File: config.mk
export PLATFORM = sky130hd
export DESIGN_NAME = oqr_front
export DESIGN_NICKNAME = d
export VERILOG_FILES = /design/src/oqr_pkg.sv /design/src/oqr_front.sv
export SDC_FILE = /design/constraint.sdc
export NUM_CORES = 1
export LEC_CHECK = 0
export BUFFER_PORTS_ARGS = -buffer_cell sky130_fd_sc_hd__buf_2
export CAP_MARGIN = 20
export CORE_UTILIZATION = 50
export DETAILED_ROUTE_END_ITERATION = 8
export GPL_ROUTABILITY_DRIVEN = 0
export PLACE_DENSITY_LB_ADDON = 0.2
export SYNTH_ARGS = -nofsm -noshare
export SYNTH_HDL_FRONTEND = slang
export SYNTH_SLANG_ARGS = --single-unit
File: constraint.sdc
create_clock -name clk -period 7.1 [get_ports clk]
set_input_delay 1.065 -clock clk [delete_from_list [all_inputs] [get_ports clk]]
set_output_delay 1.065 -clock clk [all_outputs]
set_load 0.02 [all_outputs]
File: src/oqr_pkg.sv
// oqr_pkg: shared widths, data types and pipeline control for the quad/rect overlap test
`default_nettype none
package oqr_pkg;

  // coordinate width (signed fixed point)
  localparam int COORD_BITS = 16;
  // edge normal component: difference of two coordinates
  localparam int DIFF_BITS  = COORD_BITS + 1;
  // coordinate times normal component, exact
  localparam int PROD_BITS  = COORD_BITS + DIFF_BITS;
  // sum of two products, exact
  localparam int DOT_BITS   = PROD_BITS + 1;
  // register stages from an accepted beat to the result strobe
  localparam int LATENCY    = 6;

  typedef logic signed [COORD_BITS-1:0] coord_t;
  typedef logic signed [DIFF_BITS-1:0]  diff_t;
  typedef logic signed [PROD_BITS-1:0]  prod_t;
  typedef logic signed [DOT_BITS-1:0]   dot_t;

  // control that travels with each beat down the pipeline
  typedef struct packed {
    logic valid;
    logic ext_ok;
  } ctl_t;

endpackage
`default_nettype wire

File: src/oqr_front.sv
// oqr_front: input register, quad extent test and edge normal computation
`default_nettype none
module oqr_front (
  input  wire logic            clk,
  input  wire logic            rst,
  input  wire logic            accept,
  input  wire oqr_pkg::coord_t in_qx [4],
  input  wire oqr_pkg::coord_t in_qy [4],
  input  wire oqr_pkg::coord_t in_left,
  input  wire oqr_pkg::coord_t in_top,
  input  wire oqr_pkg::coord_t in_right,
  input  wire oqr_pkg::coord_t in_bottom,
  output oqr_pkg::ctl_t        ctl,
  output oqr_pkg::coord_t      qx [4],
  output oqr_pkg::coord_t      qy [4],
  output oqr_pkg::coord_t      left,
  output oqr_pkg::coord_t      top,
  output oqr_pkg::coord_t      right,
  output oqr_pkg::coord_t      bottom,
  output oqr_pkg::diff_t       nx0,
  output oqr_pkg::diff_t       ny0,
  output oqr_pkg::diff_t       nx1,
  output oqr_pkg::diff_t       ny1
);

  function automatic oqr_pkg::coord_t cmin(oqr_pkg::coord_t a, oqr_pkg::coord_t b);
    return (a < b) ? a : b;
  endfunction

  function automatic oqr_pkg::coord_t cmax(oqr_pkg::coord_t a, oqr_pkg::coord_t b);
    return (a > b) ? a : b;
  endfunction

  // stage 1 registers
  logic            v1;
  oqr_pkg::coord_t qx1 [4];
  oqr_pkg::coord_t qy1 [4];
  oqr_pkg::coord_t left1, top1, right1, bottom1;

  oqr_pkg::coord_t minx, maxx, miny, maxy;
  logic            ext_ok_next;
  oqr_pkg::diff_t  nx0_next, ny0_next, nx1_next, ny1_next;

  // capture the beat
  always_ff @(posedge clk) begin
    if (rst) begin
      v1 <= 1'b0;
    end else begin
      v1 <= accept;
    end
  end

  always_ff @(posedge clk) begin
    qx1     <= in_qx;
    qy1     <= in_qy;
    left1   <= in_left;
    top1    <= in_top;
    right1  <= in_right;
    bottom1 <= in_bottom;
  end

  // quad bounding box against the rectangle edges as given
  always_comb begin
    minx = cmin(cmin(qx1[0], qx1[1]), cmin(qx1[2], qx1[3]));
    maxx = cmax(cmax(qx1[0], qx1[1]), cmax(qx1[2], qx1[3]));
    miny = cmin(cmin(qy1[0], qy1[1]), cmin(qy1[2], qy1[3]));
    maxy = cmax(cmax(qy1[0], qy1[1]), cmax(qy1[2], qy1[3]));
    ext_ok_next = (maxx > left1) && (minx < right1) && (maxy > top1) && (miny < bottom1);
  end

  // edge normals: edge turned by 90 degrees, (-dy, dx)
  always_comb begin
    nx0_next = oqr_pkg::diff_t'(qy1[0]) - oqr_pkg::diff_t'(qy1[1]);
    ny0_next = oqr_pkg::diff_t'(qx1[1]) - oqr_pkg::diff_t'(qx1[0]);
    nx1_next = oqr_pkg::diff_t'(qy1[1]) - oqr_pkg::diff_t'(qy1[2]);
    ny1_next = oqr_pkg::diff_t'(qx1[2]) - oqr_pkg::diff_t'(qx1[1]);
  end

  // stage 2 registers
  always_ff @(posedge clk) begin
    if (rst) begin
      ctl <= '0;
    end else begin
      ctl.valid  <= v1;
      ctl.ext_ok <= ext_ok_next;
    end
  end

  always_ff @(posedge clk) begin
    qx     <= qx1;
    qy     <= qy1;
    left   <= left1;
    top    <= top1;
    right  <= right1;
    bottom <= bottom1;
    nx0    <= nx0_next;
    ny0    <= ny0_next;
    nx1    <= nx1_next;
    ny1    <= ny1_next;
  end

endmodule
`default_nettype wire

==> impl_metrics.tcl <==
set metrics [dict create \
    synth-main-ff-cell "dfxtp_1" \
    total_power_mw 7.04 \
    p_per_area_nw_per_um2 305 \
    grt_usage 0.275 \
    grt_pass1_wl_um 79900 \
    antenna_found_initial 5 \
    min_path_type "reg2reg" \
    mostFrequentLayoutCells "buf_2 (456), dfxtp_1 (455), inv_1 (263)" \
    clkSinkCount 455 \
    cts_buffers 44 \
    drtPass1Iterations 5 \
    ios 457 \
    drt-vias-per-instance 5.19 \
    skew_ns 0.0292 \
    synthArstFlopShare 0 \
    final_common_cell "buf_2" \
    synthesis.area_um2 18600 \
    synthAdderAreaFrac 0.154 \
    clk_pin_slew_worst_paths_ns 0.07 \
    cp.arrival_ns 7.16 \
    port_buffers 456 \
    min_period_ns 6.65 \
    clockBufferDepth 3 \
    synth-xor-area-share 0.0189 \
    avgSynthCellArea_um2 10.3 \
    max-slew-margin-rel 0.609 \
    grt_overflow 0 \
    required_ns 7.61 \
    worstMarginPinSlew_ns 0.585 \
    synth.area.mux_share 0.0711 \
    ys_seq_elements 455 \
    syn_inst 1805 \
    drv_cap 0 \
    area_delta_synth_final_pct 24.2 \
    holdWs_ns 0.345 \
    die_x_um 195 \
    setup_viol 0 \
    clk_latency_ns 0.59 \
    rsz0062_at_grt "no" \
    start_kind "register" \
    start_util 0.507 \
    dp_hpwl_um 43400 \
    synth_nets 2226 \
    ys_seq_area_frac 0.490 \
    postPlaceCellArea_um2 21500 \
    rows 70 \
    register_area_um2 9110 \
    wire_per_inst_um 18.9 \
    p_leak_nw 11.9 \
    drive_gt1_frac 0.254 \
    grt_max_degree 33 \
    core_area_um2 36600 \
    clock.fmax_mhz 150 \
    via_count 14671 \
    critPathMaxFanout 31 \
    yosysWarnings 0 \
    antenna_left 0 \
    end_kind "register" \
    synth_top_family_by_area "adder cells" \
    drc 0 \
    synth-edff-count 0 \
    htree_levels 2 \
    synth_simple_gate_area_frac 0.0927 \
    design_area_um2 23100 \
    ys_types 83 \
    status "complete, no violations" \
    dr.first_iter.drc_count 536 \
    nets 2739 \
    drt_wl_total_um 53400 \
    synth_compound_area_frac 0.113 \
    grt_pass1_vias 14895 \
    cts_tree "yes" \
    period_share 0.936 \
    cts_root_buffer "clkbuf_16" \
    crit_type "reg2reg" \
    die_y_um 195 \
    finalHoldViolCount 0 \
    multi_input_area_um2 8390 \
    post-route-util 0.630 \
    drv_slew 0 \
    fp.dieArea_um2 37900 \
    fillers 3089 \
    vdd_drop_max_mv 0.253 \
]
metrics by stage:
step / cells / TNS [ns] / worst slack (ns)
final: 2825 / 0 / 0.451
after global routing: 2822 / 0 / 0.0392
after CTS: 2815 / 0 / 0.0827
after detailed placement: 2733 / -0.0979 / -0.0979
after global placement: 2733 / 0 / 0.113
after floorplan: 1805 / 0 / 0.773
final timing paths:
path / slack (ns) / to / depth (start not counted) / start
setup / recovery: 0.45 / ctl[0]$_SDFF_PP0_ / 25 / qy1[17]$_DFF_P_
hold / removal: 0.34 / right[2]$_DFF_P_ / 0 / right1[2]$_DFF_P_
setup reg to reg: 0.45 / ctl[0]$_SDFF_PP0_ / 25 / qy1[17]$_DFF_P_
hold reg to reg: 0.34 / right[2]$_DFF_P_ / 0 / right1[2]$_DFF_P_
sequential cells by signal, summed over array words and instances, names as in the netlist, 17 cells and up:
register	flops
nx0	17
nx1	17
ny0	17
ny1	17
qx	64
qx1	64
qy	64
qy1	64
power by group:
| part | switching [mW] | total [mW] | internal, mW |
|---|---|---|---|
| Sequential | 0.106 | 2.86 | 2.75 |
| Combinational | 1.09 | 1.88 | 0.786 |
| Clock | 0.998 | 2.30 | 1.31 |
worst max-delay path: stages (launching register included):
cell       delay, ns
dfxtp_1         0.64
ha_1            0.34
nor2b_1         0.13
o211ai_1        0.14
a21boi_0        0.12
or4b_1          0.52
o22ai_2         0.17
buf_4           0.32
nor2_1          0.07
a21oi_1         0.22
ha_1            0.21
nor4b_1         0.32
nand3_1         0.13
o21ai_1         0.22
nand3_1         0.18
nor2_1          0.22
a31oi_4         0.23
mux2i_2         0.28
ha_1            0.28
a2111oi_0       0.42
a21oi_1         0.12
or4_1           0.41
a211oi_1        0.27
o2111ai_1       0.18
a311oi_1        0.23
and4_1          0.20
repair_timing:
action | 4_1_cts | 5_1_grt
gates cloned | 0 | 0
buffers inserted | 0 | 7
resized for setup | 1 | 12
hold buffers | 0 | 0
setup endpoints to repair | 1 | 1
pin swaps | 0 | 2
logic make-up (layout without fill, tap and decap cells):
logic type,after synthesis,after routing
and+or+nand+nor,348,348
AOI/OAI and AO/OA,317,317
xor gates and xnor gates,40,40
buffers and inverters,289,838
muxes,130,130
other,0,3
DFF,455,455
adders and majority gates,226,226
cells in the mapped netlist (10+ instances only):
library cell	n	area, um^2
dfxtp_1	455	9110
o21ai_0	49	245
o21a_1	34	255
ha_1	222	2780
and2_1	10	62.6
xnor2_1	35	307
nand4_1	28	175
inv_1	263	987
nand3_1	30	150
nand2_1	59	221
a21oi_1	113	566
nor2_1	116	435
nor3_1	16	80.1
nand2b_1	20	125
mux2i_1	126	1260
nor2b_1	30	188
a21o_1	28	210
final cells by class:
class                      count  share of cell area
multi-input combinational   1061               0.364
antenna                        3            0.000325
timing repair buffer         493               0.111
clock inverter                20             0.00787
tap                          468              0.0254
clock buffer                  62              0.0538
inverter                     263              0.0428
sequential                   455               0.395
metal layers:
layer  routed length (um)  vias to the layer above  GRT usage
li1                     -                     7203          -
met1                20400                     6829      0.294
met2                27000                      503      0.507
met3                 3220                      134     0.0541
met4                 2710                        2      0.153
met5                   10                        -          0
Note: power is estimated with default switching activity, not from simulation.
